`src/rtl/smm_pkg.sv`:
```
// Package for the small matrix multiply block: widths, codes, the sequencer
// state type, the multiply-accumulate control struct and helper functions.
// No dependencies; every other file of the block uses it.
`default_nettype none

package smm_pkg;

    localparam int MAX_DIM    = 8;
    localparam int IDX_W      = 3;
    localparam int DIM_W      = 4;
    localparam int ELEM_W     = 16;
    localparam int PROD_W     = 2 * ELEM_W;
    localparam int DOT_W      = 35;
    localparam int DEPTH      = MAX_DIM * MAX_DIM;
    localparam int ADDR_W     = (DEPTH > 1) ? $clog2(DEPTH) : 1;
    localparam int FUNC_W     = 2;
    localparam int CFG_IDX_W  = 2;
    localparam int CFG_DATA_W = DIM_W;

    localparam logic [FUNC_W-1:0] FUNC_WR_A    = 2'd0;
    localparam logic [FUNC_W-1:0] FUNC_WR_B    = 2'd1;
    localparam logic [FUNC_W-1:0] FUNC_COMPUTE = 2'd2;

    localparam logic [CFG_IDX_W-1:0] REG_ROWS_M  = 2'd0;
    localparam logic [CFG_IDX_W-1:0] REG_INNER_K = 2'd1;
    localparam logic [CFG_IDX_W-1:0] REG_COLS_N  = 2'd2;

    localparam logic [DIM_W-1:0] DIM_MAX = DIM_W'(MAX_DIM);

    typedef enum logic [1:0] {
        ST_IDLE,
        ST_ISSUE,
        ST_DRAIN
    } state_t;

    // Control that travels along the multiply-accumulate pipeline.
    typedef struct packed {
        logic valid;
        logic first;
        logic lastk;
    } mac_ctl_t;

    // Sizes are saturated into the range 1 to MAX_DIM when written.
    function automatic logic [DIM_W-1:0] clamp_dim(input logic [DIM_W-1:0] v);
        logic [DIM_W-1:0] r;
        if (v == '0)
            r = DIM_W'(1);
        else if (v > DIM_MAX)
            r = DIM_MAX;
        else
            r = v;
        return r;
    endfunction

    function automatic logic [ADDR_W-1:0] elem_addr(input logic [IDX_W-1:0] row,
                                                    input logic [IDX_W-1:0] col);
        return ADDR_W'(int'(row) * MAX_DIM + int'(col));
    endfunction

endpackage

`default_nettype wire

```
`src/rtl/smm_if.sv`:
```
// Valid/ready channel interfaces of the small matrix multiply block:
// the input item channel and the result item channel. Uses smm_pkg.
`default_nettype none

interface smm_in_if;
    logic                                valid;
    logic                                ready;
    logic [smm_pkg::FUNC_W-1:0]          func;
    logic [smm_pkg::IDX_W-1:0]           elem_row;
    logic [smm_pkg::IDX_W-1:0]           elem_col;
    logic signed [smm_pkg::ELEM_W-1:0]   element_value;

    modport source (output valid, func, elem_row, elem_col, element_value, input ready);
    modport sink   (input valid, func, elem_row, elem_col, element_value, output ready);
endinterface

interface smm_out_if;
    logic                                valid;
    logic                                ready;
    logic [smm_pkg::IDX_W-1:0]           out_row;
    logic [smm_pkg::IDX_W-1:0]           out_col;
    logic signed [smm_pkg::DOT_W-1:0]    dot_value;
    logic                                last;

    modport source (output valid, out_row, out_col, dot_value, last, input ready);
    modport sink   (input valid, out_row, out_col, dot_value, last, output ready);
endinterface

`default_nettype wire

```
`src/rtl/smm_store.sv`:
```
// Element stores for matrices A and B, one write port and one registered
// read port each. Depends on smm_pkg.
`default_nettype none

module smm_store (
    input  wire logic                               clk,
    input  wire logic                               we_a,
    input  wire logic                               we_b,
    input  wire logic [smm_pkg::ADDR_W-1:0]         waddr,
    input  wire logic signed [smm_pkg::ELEM_W-1:0]  wdata,
    input  wire logic [smm_pkg::ADDR_W-1:0]         ra_addr,
    input  wire logic [smm_pkg::ADDR_W-1:0]         rb_addr,
    output logic signed [smm_pkg::ELEM_W-1:0]       a_q,
    output logic signed [smm_pkg::ELEM_W-1:0]       b_q
);

    logic [smm_pkg::ELEM_W-1:0] a_mem [smm_pkg::DEPTH];
    logic [smm_pkg::ELEM_W-1:0] b_mem [smm_pkg::DEPTH];

    always_ff @(posedge clk)
    begin
        if (we_a)
        begin
            a_mem[waddr] <= wdata;
        end
        a_q <= a_mem[ra_addr];
    end

    always_ff @(posedge clk)
    begin
        if (we_b)
        begin
            b_mem[waddr] <= wdata;
        end
        b_q <= b_mem[rb_addr];
    end

endmodule

`default_nettype wire

```
`src/rtl/smm_mac.sv`:
```
// Shared multiply-accumulate unit: a registered 16x16 signed product
// followed by a 35-bit accumulator. Depends on smm_pkg.
`default_nettype none

module smm_mac (
    input  wire logic                               clk,
    input  wire logic                               rst_n,
    input  wire smm_pkg::mac_ctl_t                  issue_ctl,
    input  wire logic signed [smm_pkg::ELEM_W-1:0]  a_q,
    input  wire logic signed [smm_pkg::ELEM_W-1:0]  b_q,
    output logic signed [smm_pkg::DOT_W-1:0]        dot,
    output logic                                    done
);

    smm_pkg::mac_ctl_t                   ctl1_reg;
    smm_pkg::mac_ctl_t                   ctl2_reg;
    logic signed [smm_pkg::PROD_W-1:0]   prod_reg;
    logic signed [smm_pkg::DOT_W-1:0]    acc_reg;
    logic signed [smm_pkg::DOT_W-1:0]    acc_next;
    logic signed [smm_pkg::DOT_W-1:0]    prod_ext;
    logic                                done_reg;

    // The first stage lines the control up with the registered store read.
    always_ff @(posedge clk or negedge rst_n)
    begin
        if (!rst_n)
        begin
            ctl1_reg <= '0;
            ctl2_reg <= '0;
            done_reg <= 1'b0;
        end
        else
        begin
            ctl1_reg <= issue_ctl;
            ctl2_reg <= ctl1_reg;
            done_reg <= ctl2_reg.valid && ctl2_reg.lastk;
        end
    end

    assign prod_ext = {{(smm_pkg::DOT_W - smm_pkg::PROD_W){prod_reg[smm_pkg::PROD_W-1]}},
                       prod_reg};

    always_comb
    begin
        if (ctl2_reg.first)
            acc_next = prod_ext;
        else
            acc_next = acc_reg + prod_ext;
    end

    always_ff @(posedge clk)
    begin
        prod_reg <= a_q * b_q;
        if (ctl2_reg.valid)
        begin
            acc_reg <= acc_next;
        end
    end

    assign dot  = acc_reg;
    assign done = done_reg;

endmodule

`default_nettype wire

```
`src/rtl/smm_ctrl.sv`:
```
// Sequencer of the small matrix multiply block: size registers, element
// writes, the row/column/inner loop over the shared unit and the result
// register. Depends on smm_pkg and the channel interfaces in smm_if.sv.
`default_nettype none

module smm_ctrl (
    input  wire logic                                  clk,
    input  wire logic                                  rst_n,
    smm_in_if.sink                                     in_ch,
    smm_out_if.source                                  out_ch,
    input  wire logic                                  cfg_we,
    input  wire logic [smm_pkg::CFG_IDX_W-1:0]         cfg_index,
    input  wire logic [smm_pkg::CFG_DATA_W-1:0]        cfg_data,
    output logic                                       we_a,
    output logic                                       we_b,
    output logic [smm_pkg::ADDR_W-1:0]                 waddr,
    output logic [smm_pkg::ADDR_W-1:0]                 ra_addr,
    output logic [smm_pkg::ADDR_W-1:0]                 rb_addr,
    output smm_pkg::mac_ctl_t                          issue_ctl,
    input  wire logic signed [smm_pkg::DOT_W-1:0]      mac_dot,
    input  wire logic                                  mac_done
);

    smm_pkg::state_t                  state_reg, state_next;
    logic [smm_pkg::DIM_W-1:0]        rows_m_reg, inner_k_reg, cols_n_reg;
    logic [smm_pkg::IDX_W-1:0]        i_reg, i_next;
    logic [smm_pkg::IDX_W-1:0]        j_reg, j_next;
    logic [smm_pkg::IDX_W-1:0]        k_reg, k_next;
    logic                             done_seen_reg, done_seen_next;
    logic                             out_valid_reg, out_valid_next;
    logic [smm_pkg::IDX_W-1:0]        out_row_reg, out_col_reg;
    logic signed [smm_pkg::DOT_W-1:0] out_dot_reg;
    logic                             out_last_reg;

    logic accept;
    logic wr_in_range;
    logic i_last, j_last, k_last, res_last;
    logic out_load;

    assign accept      = in_ch.valid && in_ch.ready;
    assign wr_in_range = ({1'b0, in_ch.elem_row} < smm_pkg::DIM_MAX)
                      && ({1'b0, in_ch.elem_col} < smm_pkg::DIM_MAX);
    assign i_last      = ({1'b0, i_reg} + smm_pkg::DIM_W'(1)) == rows_m_reg;
    assign j_last      = ({1'b0, j_reg} + smm_pkg::DIM_W'(1)) == cols_n_reg;
    assign k_last      = ({1'b0, k_reg} + smm_pkg::DIM_W'(1)) == inner_k_reg;
    assign res_last    = i_last && j_last;
    assign out_load    = (state_reg == smm_pkg::ST_DRAIN) && (done_seen_reg || mac_done)
                      && (!out_valid_reg || out_ch.ready);

    assign waddr   = smm_pkg::elem_addr(in_ch.elem_row, in_ch.elem_col);
    assign ra_addr = smm_pkg::elem_addr(i_reg, k_reg);
    assign rb_addr = smm_pkg::elem_addr(k_reg, j_reg);

    // Size registers, saturated on write.
    always_ff @(posedge clk or negedge rst_n)
    begin
        if (!rst_n)
        begin
            rows_m_reg  <= smm_pkg::DIM_MAX;
            inner_k_reg <= smm_pkg::DIM_MAX;
            cols_n_reg  <= smm_pkg::DIM_MAX;
        end
        else if (cfg_we)
        begin
            case (cfg_index)
                smm_pkg::REG_ROWS_M:  rows_m_reg  <= smm_pkg::clamp_dim(cfg_data);
                smm_pkg::REG_INNER_K: inner_k_reg <= smm_pkg::clamp_dim(cfg_data);
                smm_pkg::REG_COLS_N:  cols_n_reg  <= smm_pkg::clamp_dim(cfg_data);
                default: ;
            endcase
        end
    end

    // Next state.
    always_comb
    begin
        state_next = state_reg;
        case (state_reg)
            smm_pkg::ST_IDLE:
            begin
                if (accept && (in_ch.func == smm_pkg::FUNC_COMPUTE))
                    state_next = smm_pkg::ST_ISSUE;
            end
            smm_pkg::ST_ISSUE:
            begin
                if (k_last)
                    state_next = smm_pkg::ST_DRAIN;
            end
            smm_pkg::ST_DRAIN:
            begin
                if (out_load)
                    state_next = res_last ? smm_pkg::ST_IDLE : smm_pkg::ST_ISSUE;
            end
            default: state_next = smm_pkg::ST_IDLE;
        endcase
    end

    // Outputs and counter updates.
    always_comb
    begin
        in_ch.ready     = 1'b0;
        we_a            = 1'b0;
        we_b            = 1'b0;
        issue_ctl       = '0;
        i_next          = i_reg;
        j_next          = j_reg;
        k_next          = k_reg;
        case (state_reg)
            smm_pkg::ST_IDLE:
            begin
                in_ch.ready = 1'b1;
                we_a = accept && wr_in_range && (in_ch.func == smm_pkg::FUNC_WR_A);
                we_b = accept && wr_in_range && (in_ch.func == smm_pkg::FUNC_WR_B);
            end
            smm_pkg::ST_ISSUE:
            begin
                issue_ctl.valid = 1'b1;
                issue_ctl.first = (k_reg == '0);
                issue_ctl.lastk = k_last;
                k_next = k_last ? '0 : k_reg + smm_pkg::IDX_W'(1);
            end
            smm_pkg::ST_DRAIN:
            begin
                if (out_load)
                begin
                    if (j_last)
                    begin
                        j_next = '0;
                        i_next = i_last ? '0 : i_reg + smm_pkg::IDX_W'(1);
                    end
                    else
                    begin
                        j_next = j_reg + smm_pkg::IDX_W'(1);
                    end
                end
            end
            default: ;
        endcase
    end

    assign done_seen_next = out_load ? 1'b0 : (done_seen_reg || mac_done);
    assign out_valid_next = out_load ? 1'b1 : (out_valid_reg && !out_ch.ready);

    always_ff @(posedge clk or negedge rst_n)
    begin
        if (!rst_n)
        begin
            state_reg     <= smm_pkg::ST_IDLE;
            i_reg         <= '0;
            j_reg         <= '0;
            k_reg         <= '0;
            done_seen_reg <= 1'b0;
            out_valid_reg <= 1'b0;
        end
        else
        begin
            state_reg     <= state_next;
            i_reg         <= i_next;
            j_reg         <= j_next;
            k_reg         <= k_next;
            done_seen_reg <= done_seen_next;
            out_valid_reg <= out_valid_next;
        end
    end

    always_ff @(posedge clk)
    begin
        if (out_load)
        begin
            out_row_reg  <= i_reg;
            out_col_reg  <= j_reg;
            out_dot_reg  <= mac_dot;
            out_last_reg <= res_last;
        end
    end

    assign out_ch.valid     = out_valid_reg;
    assign out_ch.out_row   = out_row_reg;
    assign out_ch.out_col   = out_col_reg;
    assign out_ch.dot_value = out_dot_reg;
    assign out_ch.last      = out_last_reg;

    // The loop counters never leave the configured sizes.
    a_counters_in_range: assert property (@(posedge clk) disable iff (!rst_n)
        ({1'b0, i_reg} < rows_m_reg) && ({1'b0, j_reg} < cols_n_reg)
        && ({1'b0, k_reg} < inner_k_reg))
        else $error("loop counter beyond configured size");

    // A finished dot product only arrives while the sequencer waits for it.
    a_done_in_drain: assert property (@(posedge clk) disable iff (!rst_n)
        mac_done |-> (state_reg == smm_pkg::ST_DRAIN))
        else $error("accumulator finished outside the drain phase");

    // The result flagged last ends the run.
    a_last_ends_run: assert property (@(posedge clk) disable iff (!rst_n)
        (out_load && res_last) |=> (state_reg == smm_pkg::ST_IDLE) && out_ch.last)
        else $error("run did not end after its last result");

    // Nothing enters the pipeline while input items are taken.
    a_no_issue_when_ready: assert property (@(posedge clk) disable iff (!rst_n)
        in_ch.ready |-> !issue_ctl.valid && !mac_done)
        else $error("pipeline busy while taking input items");

endmodule

`default_nettype wire

```
`src/rtl/small_matrix_multiply_top.sv`:
```
// Top level of the small matrix multiply block, C = A x B in Q8.8 / Q19.16.
// Write items are taken while the sequencer idles. A compute item keeps ready low until its
// last result is loaded: per result, one issue per inner index on the single multiply-
// accumulate unit, then store read, product, accumulator, result registers and receiver stall.
// rst_n is asynchronous, active low: sizes return to 8, the sequencer idles, stores keep data.
// Depends on smm_pkg, smm_if.sv, smm_store, smm_mac and smm_ctrl.
`default_nettype none

module small_matrix_multiply_top (
    input  wire logic                             clk,
    input  wire logic                             rst_n,
    smm_in_if.sink                                in_ch,
    smm_out_if.source                             out_ch,
    input  wire logic                             cfg_we,
    input  wire logic [smm_pkg::CFG_IDX_W-1:0]    cfg_index,
    input  wire logic [smm_pkg::CFG_DATA_W-1:0]   cfg_data
);

    logic                               we_a;
    logic                               we_b;
    logic [smm_pkg::ADDR_W-1:0]         waddr;
    logic [smm_pkg::ADDR_W-1:0]         ra_addr;
    logic [smm_pkg::ADDR_W-1:0]         rb_addr;
    logic signed [smm_pkg::ELEM_W-1:0]  a_q;
    logic signed [smm_pkg::ELEM_W-1:0]  b_q;
    smm_pkg::mac_ctl_t                  issue_ctl;
    logic signed [smm_pkg::DOT_W-1:0]   mac_dot;
    logic                               mac_done;

    // The sequencer walks the result in row-major order. For each result it issues
    // one store read per inner index; the matching products are summed, and once the
    // sum is complete it moves into the result register, which frees the accumulator
    // for the next result while the item waits to be taken.
    smm_ctrl u_ctrl (
        .clk       (clk),
        .rst_n     (rst_n),
        .in_ch     (in_ch),
        .out_ch    (out_ch),
        .cfg_we    (cfg_we),
        .cfg_index (cfg_index),
        .cfg_data  (cfg_data),
        .we_a      (we_a),
        .we_b      (we_b),
        .waddr     (waddr),
        .ra_addr   (ra_addr),
        .rb_addr   (rb_addr),
        .issue_ctl (issue_ctl),
        .mac_dot   (mac_dot),
        .mac_done  (mac_done)
    );

    // Element values are written straight from the input item.
    smm_store u_store (
        .clk     (clk),
        .we_a    (we_a),
        .we_b    (we_b),
        .waddr   (waddr),
        .wdata   (in_ch.element_value),
        .ra_addr (ra_addr),
        .rb_addr (rb_addr),
        .a_q     (a_q),
        .b_q     (b_q)
    );

    smm_mac u_mac (
        .clk       (clk),
        .rst_n     (rst_n),
        .issue_ctl (issue_ctl),
        .a_q       (a_q),
        .b_q       (b_q),
        .dot       (mac_dot),
        .done      (mac_done)
    );

endmodule

`default_nettype wire

```
`src/flat_wrapper.sv`:
```
// flat-port wrapper written by rule: the top's interface ports become plain ports
module small_matrix_multiply_top_flat 
  (clk, rst_n, cfg_we, cfg_index, cfg_data, in_ch_valid, in_ch_func, in_ch_elem_row, in_ch_elem_col, in_ch_element_value, in_ch_ready, out_ch_valid, out_ch_out_row, out_ch_out_col, out_ch_dot_value, out_ch_last, out_ch_ready);
  smm_in_if in_ch_i ();
  smm_out_if out_ch_i ();
  input  wire logic clk;
  input  wire logic rst_n;
  input  wire logic cfg_we;
  input  wire logic [smm_pkg::CFG_IDX_W-1:0] cfg_index;
  input  wire logic [smm_pkg::CFG_DATA_W-1:0] cfg_data;
  input wire logic [$bits(in_ch_i.valid)-1:0] in_ch_valid;
  input wire logic [$bits(in_ch_i.func)-1:0] in_ch_func;
  input wire logic [$bits(in_ch_i.elem_row)-1:0] in_ch_elem_row;
  input wire logic [$bits(in_ch_i.elem_col)-1:0] in_ch_elem_col;
  input wire logic [$bits(in_ch_i.element_value)-1:0] in_ch_element_value;
  output wire logic [$bits(in_ch_i.ready)-1:0] in_ch_ready;
  output wire logic [$bits(out_ch_i.valid)-1:0] out_ch_valid;
  output wire logic [$bits(out_ch_i.out_row)-1:0] out_ch_out_row;
  output wire logic [$bits(out_ch_i.out_col)-1:0] out_ch_out_col;
  output wire logic [$bits(out_ch_i.dot_value)-1:0] out_ch_dot_value;
  output wire logic [$bits(out_ch_i.last)-1:0] out_ch_last;
  input wire logic [$bits(out_ch_i.ready)-1:0] out_ch_ready;
  assign in_ch_i.valid = in_ch_valid;
  assign in_ch_i.func = in_ch_func;
  assign in_ch_i.elem_row = in_ch_elem_row;
  assign in_ch_i.elem_col = in_ch_elem_col;
  assign in_ch_i.element_value = in_ch_element_value;
  assign in_ch_ready = in_ch_i.ready;
  assign out_ch_valid = out_ch_i.valid;
  assign out_ch_out_row = out_ch_i.out_row;
  assign out_ch_out_col = out_ch_i.out_col;
  assign out_ch_dot_value = out_ch_i.dot_value;
  assign out_ch_last = out_ch_i.last;
  assign out_ch_i.ready = out_ch_ready;
  small_matrix_multiply_top u_core (.clk(clk), .rst_n(rst_n), .in_ch(in_ch_i), .out_ch(out_ch_i), .cfg_we(cfg_we), .cfg_index(cfg_index), .cfg_data(cfg_data));
endmodule
```
`config.mk`:
```
export PLATFORM = sky130hd
export DESIGN_NAME = small_matrix_multiply_top_flat
export DESIGN_NICKNAME = d
export VERILOG_FILES = /design/src/rtl/smm_pkg.sv /design/src/rtl/smm_if.sv /design/src/rtl/smm_store.sv /design/src/rtl/smm_mac.sv /design/src/rtl/smm_ctrl.sv /design/src/rtl/small_matrix_multiply_top.sv /design/src/flat_wrapper.sv
export SDC_FILE = /design/constraint.sdc
export NUM_CORES = 2
export LEC_CHECK = 0
export BUFFER_PORTS_ARGS = -buffer_cell sky130_fd_sc_hd__buf_2
export CAP_MARGIN = 20
export CORE_MARGIN = 3
export CORE_UTILIZATION = 40
export DETAILED_ROUTE_END_ITERATION = 12
export HOLD_SLACK_MARGIN = 0.1
export PLACE_DENSITY_LB_ADDON = 0.3
export SYNTH_ARGS = -nofsm -noshare
export SYNTH_HDL_FRONTEND = slang
export SYNTH_SLANG_ARGS = --single-unit
```
`constraint.sdc`:
```
create_clock -name clk -period 7.8 [get_ports clk]
set_input_delay 1.17 -clock clk [delete_from_list [all_inputs] [get_ports clk]]
set_output_delay 1.17 -clock clk [all_outputs]
set_load 0.01 [all_outputs]
```
* Yosys cells after proc, flatten, opt, wreduce, memory -nomap -nowiden *
Memory sizes are Yosys's and may differ from the RTL's. A register that Yosys moved wholly into a read port is not among the register bits.
Cells that the tools add are included.

storage, ports and cells
  memories = 2
  memory bits (writable) = 2048
  register bits = 141
  word-level logic and storage cells = 93
  input port bits = 35
  output and inout port bits = 44

memory list
  memory                words  width  rd ports  clocked after memory_dff  wr ports  line             text
  u_core.u_store.a_mem  64     16     1         1                         1         smm_store.sv:17  logic [smm_pkg::ELEM_W-1:0] a_mem [smm_pkg::DEPTH];
  u_core.u_store.b_mem  64     16     1         1                         1         smm_store.sv:18  logic [smm_pkg::ELEM_W-1:0] b_mem [smm_pkg::DEPTH];

cells by class
  equality and inequality tests = 12
  order comparisons = 1
  multiply operators = 1
  multiplexer cells = 21
  reduce and logical (&&, ||, !) cells = 24
  add/sub/neg operators = 10

operators by type and width
  kind                                                  number
  adder 35 x 32 -> 35 bit                               1
  2-to-1 mux 35 bit                                     1
  multiplier 16 x 16 -> 32 bit                          1
  adder 6 x 3 -> 6 bit                                  3
  adder 3 x 1 -> 4 bit (second input constant)          3
  equality test 4 bit                                   3
  2-to-1 mux 3 bit                                      4
  2-to-1 mux 1 bit                                      10
  adder 3 x 1 -> 3 bit (second input constant)          3
  logical AND 1 bit                                     9
  2-to-1 mux 4 bit                                      2
  AND reduction 2 bit                                   4
  equality test 2 x 1 -> 1 bit (second input constant)  3
  equality test 2 bit (second input constant)           3
  logical NOT 2 bit                                     3
  2-to-1 mux 2 bit                                      3
  inequality test 2 bit (second input constant)         3
  case mux 2 bit (3 select lines)                       1
  AND reduction 3 bit                                   2
  > comparator 4 bit (second input constant)            1
  logical NOT 4 bit                                     1
  logical NOT 3 bit                                     1
  logical NOT 1 bit                                     2
  logical OR 1 bit                                      2

* Depth between registers and ports, before layout *
  word-level depth = 7
  depth in mapped cells = 24
  depth with buffers taken out = 23

* Cells and area by module *
A second synthesis with hierarchy kept.

unflattened totals
  cells, all modules = 5210
  area, all modules = 95880.7 um^2

by module, submodules not included
  module     area each (um^2)  sequential area each (um^2)  instances  cells each
  smm_store  79180.9           62139.6                      1          3519
  smm_mac    14032.2           1866.8                       1          1507
  smm_ctrl   2667.6            1890.6                       1          184

* Least setup slack after synthesis *
OpenSTA, ideal clock, no wires.

  kind = flip-flop to flip-flop
  start = reg u_core.u_store.b_q[7] (netlist bit) (read register of u_core.u_store.b_mem)
  end = reg u_core.u_mac.prod_reg[29] (netlist bit)
  buffers on the path = 1
  data arrival time = 5.839 ns
  clock period less this slack = 5.961 ns
  setup time = 0.122 ns
  path slack = 1.839 ns
  stages on the path, launching flop included = 24
  path through = dfxtp_1 -> clkbuf_1 -> nand2_1 -> fa_1 -> inv_1 -> fa_1 -> inv_1 -> fa_1 -> inv_1 -> fa_1 -> fa_1 -> inv_1 -> fa_1 -> inv_1 -> ha_1 -> and3_1 -> and3_1 -> o2111ai_1 -> a21oi_1 -> o31ai_1 -> a211oi_1 -> o22ai_1 -> nor3_1 -> a311o_1

on the way
  longest elaborated chain between the ends = 1

ends and longest elaborated chain
  element                       line             text
  start, declared               smm_store.sv:14  output logic signed [smm_pkg::ELEM_W-1:0] b_q
  multiplier 16 x 16 -> 32 bit  smm_mac.sv:53    prod_reg <= a_q * b_q;
  end signal, assigned          smm_mac.sv:53
  end, declared                 smm_mac.sv:17    logic signed [smm_pkg::PROD_W-1:0] prod_reg;

Every way passes these cells.
A chain may end at the register's enable or synchronous reset.

* Worst setup path after layout *
  start = reg u_core.u_store.a_q[7] (netlist bit) (read register of u_core.u_store.a_mem)
  end = reg u_core.u_mac.prod_reg[28] (netlist bit)

on the way
  longest elaborated chain between the ends = 1

ends and longest elaborated chain
  element                       line             text
  start, declared               smm_store.sv:13  output logic signed [smm_pkg::ELEM_W-1:0] a_q,
  multiplier 16 x 16 -> 32 bit  smm_mac.sv:53

Every way passes these cells.

==> metrics.csv <==
stage,metric,value,unit
status,outcome,completed,
run,# Max-Cap Violations,0,
setup_path,RR Endpoint,u_core.u_mac.prod_reg[28],
setup_path,CP Class,reg -> reg,
timing,Slew @ Worst Pin,1090,ps
clock_tree,Post-CTS Resized,0,
synthesis,YS warnings,0,
routing,M1 WL,98400,um
timing,# setup viols final,0,
setup_path,crit path launch,u_core.u_store.a_q[7],
layout,post-layout instance area,107000,um2
clock_tree,CTS root buffer,clkbuf_16,
setup_path,R2R depth,21,
place,routability cong.,0.833,
die,CORE AREA,236000,um2
clock_tree,"Hold-fix buffers, CTS",0,
layout,area of the multi-input gates,27300,um2
place,I/O Buffers,78,
timing,RSZ-0062 raised after global routing,no,
clock_tree,clk_lat worst skew,870,ps
layout,largest registers,"u_core.u_store.a_mem (1024), u_core.u_store.b_mem (1024)",
clock_tree,"CTS clk-pin slew, worst paths",70,ps
global_route,GR Overflow Total,0,
timing,relative slew slack,0.271,
routing,Vias/cell,5.51,
die,Die Wd,494,um
synthesis,Synth Cell Area,95300,um2
place,Final HPWL DP,139000,um
routing,Vias,46651,
global_route,initial antenna violation count,20,
setup_path,crit path max fanout,16,
synthesis,cell with the most instances after synthesis,edfxtp_1,
routing,final wirelength,229000,um
clock_tree,Sink Count,2221,
timing,Achievable Freq,0.146,GHz
setup_path,crit-path cells,nand2_1 > fa_1 > inv_1 > fa_1 > inv_1 > fa_1 > inv_1 > fa_1 > fa_1 > inv_1 > fa_1 > inv_1 > ha_1 > and3_1 > a31oi_1 > o21ai_0 > o31ai_1 > a41oi_1 > o41ai_1 > o21bai_1 > xor2_1,
setup_path,Crit-path slowest cell,dfxtp_1,
global_route,global-route wire length before repair,336000,um
clock_tree,CTS tree,built,
synthesis,Seq cells post-synth,2221,
synthesis,synth top area cells,"edfxtp_1, mux4_2, fa_1",
timing,fin. max-slew vios,0,
synthesis,syn_area_per_cell,19.5,um2
clock_tree,clock tree buffer depth,3,
clock_tree,setup bufs post-CTS,0,
hold_path,worst hold path type,reg -> reg,
synthesis,Synth top cells by count,"edfxtp_1, mux4_2, inv_1",
global_route,vias in the first global route,47314,
timing,fin crit share,0.877,
setup_path,CP arrival,7570,ps
synthesis,"Seq/Total Area, Yosys",0.692,
setup_path,Worst Setup EP,u_core.u_mac.prod_reg[28],
die,Ports,79,
synthesis,Post-synth EDFFs,2125,
clock_tree,TritonCTS Buffers,213,
synthesis,Post-Synthesis Cells,4883,
place,Area after DPL,100000,um2
timing,Setup Skew,49.5,ps
die,cell row count,178,
routing,drt drc,0,
die,Die Y,494,um
routing,Iter 0 DRT Violations,4925,
layout,register area,65900,um2
routing,metal3 WL,14000,um
synthesis,Yosys top cell area share,0.670,
die,Initial Util,0.404,
setup_path,"most used cell, CP",fa_1,
synthesis,"Net Count, Synth",5301,
timing,final setup TNS,0,ps
global_route,GRT Total Usage,0.188,
global_route,largest net degree at the start of global routing,128,
setup_path,Critical Path RT,8530,ps
clock_tree,H-tree Lvls,4,
timing,min cycle time layout,6840,ps
setup_path,startpoint types,register,
routing,Detail Route Antenna Nets,0,
synthesis,Post-synth top flop,edfxtp_1,
setup_path,CP max stage delay,800,ps
routing,DR pass1 iterations,6,
layout,proportion of layout cells with a drive suffix above 1,0.237,
setup_path,CP Capture Type,register,
setup_path,worst flop-to-flop path startpoint,u_core.u_store.a_q[7],
routing,highest routed layer,met5,
layout,Fillers,19813,
routing,wire length on met2,110000,um
timing,"Hold Violations, Final",0,
layout,nets,5543,
synthesis,Post-synth ARST share,0.0144,
layout,Area Growth Syn to Fin,12.7,%
die,die area,244000,um2
synthesis,cell taking the most area after synthesis,edfxtp_1,
routing,DR WL/cell,27.1,um
synthesis,Unique masters post-synth,73,
setup_path,Worst R2R Setup Slack,960,ps
timing,Hold Worst Slack,351,ps
metal layers:
metal / up-vias / global-route usage
li1: 19659 / -
met1: 25021 / 0.272
met2: 1674 / 0.300
met3: 295 / 0.0251
met4: 2 / 0.0524
met5: - / 0
stage by stage:
step	worst slack (ps)	std cells	utilization
final	958	8464	0.455
after global routing	520	8459	0.455
after CTS	913	8451	0.455
after detailed placement	928	8056	0.424
after global placement	971	8056	0.424
after floorplan	1840	4883	-
critical path, delay by kind of cell, from the launching register on:
| kind | cells | cell delay [ps] |
|---|---|---|
| adders and majority gates | 7 | 3350 |
| AOI/OAI and AO/OA | 6 | 1740 |
| DFF | 1 | 800 |
| and+or+nand+nor | 2 | 400 |
| buffers and inverters | 5 | 250 |
| xor gates and xnor gates | 1 | 150 |
worst min-delay path by stage:
stage / end / depth (start not counted) / from
CTS: u_core.u_mac.ctl2_reg[0] / 0 / u_core.u_mac.ctl1_reg[0]
global route: u_core.u_mac.ctl2_reg[1] / 0 / u_core.u_mac.ctl1_reg[1]
finish: u_core.u_mac.ctl2_reg[1] / 0 / u_core.u_mac.ctl1_reg[1]
global placement: u_core.u_mac.ctl2_reg[1] / 0 / u_core.u_mac.ctl1_reg[1]
floorplan: u_core.u_mac.ctl2_reg[0] / 0 / u_core.u_mac.ctl1_reg[0]
detailed placement: u_core.u_mac.ctl2_reg[2] / 0 / u_core.u_mac.ctl1_reg[2]
cells in the final DEF, fill, tap and decap left out, types with 20 or more instances in the layout:
| master | instances |
|---|---|
| mux4_2 | 624 |
| nand3_1 | 23 |
| edfxtp_1 | 2125 |
| fa_1 | 263 |
| clkinv_2 | 40 |
| nand2_1 | 229 |
| a21oi_1 | 59 |
| bufinv_16 | 25 |
| a21o_1 | 24 |
| buf_4 | 176 |
| xnor2_1 | 45 |
| dfrtp_1 | 20 |
| xor2_1 | 24 |
| nand2b_1 | 23 |
| inv_1 | 329 |
| o21ai_0 | 101 |
| dfxtp_1 | 64 |
| ha_1 | 120 |
| buf_2 | 62 |
| mux2i_1 | 50 |
| mux2_2 | 22 |
| clkbuf_1 | 25 |
| nor2_1 | 167 |
| clkinv_1 | 54 |
| clkbuf_16 | 213 |
| and2_1 | 116 |
layout make-up:
type	count	area share
sequential	2221	0.614
multi-input combinational	2108	0.254
clock buffer	247	0.0517
tap	3150	0.0367
timing repair buffer	251	0.0177
clock inverter	148	0.0147
inverter	330	0.0115
antenna	9	0.000210
cells by family (layout without fill, tap and decap cells):
group           count (synthesis)  in the layout  share of synthesized area
mux                           696            696                      0.155
other cells                     0              9                          0
flops                        2221           2221                      0.692
buf+inv                       554            976                     0.0230
xor+xnor                       69             69                    0.00634
fa+ha+maj                     383            383                     0.0710
simple gates                  652            652                     0.0321
compound gates                308            308                     0.0206
Power is not shown: default switching activity piles up to over one toggle a cycle in this logic, so the estimate is an artifact.
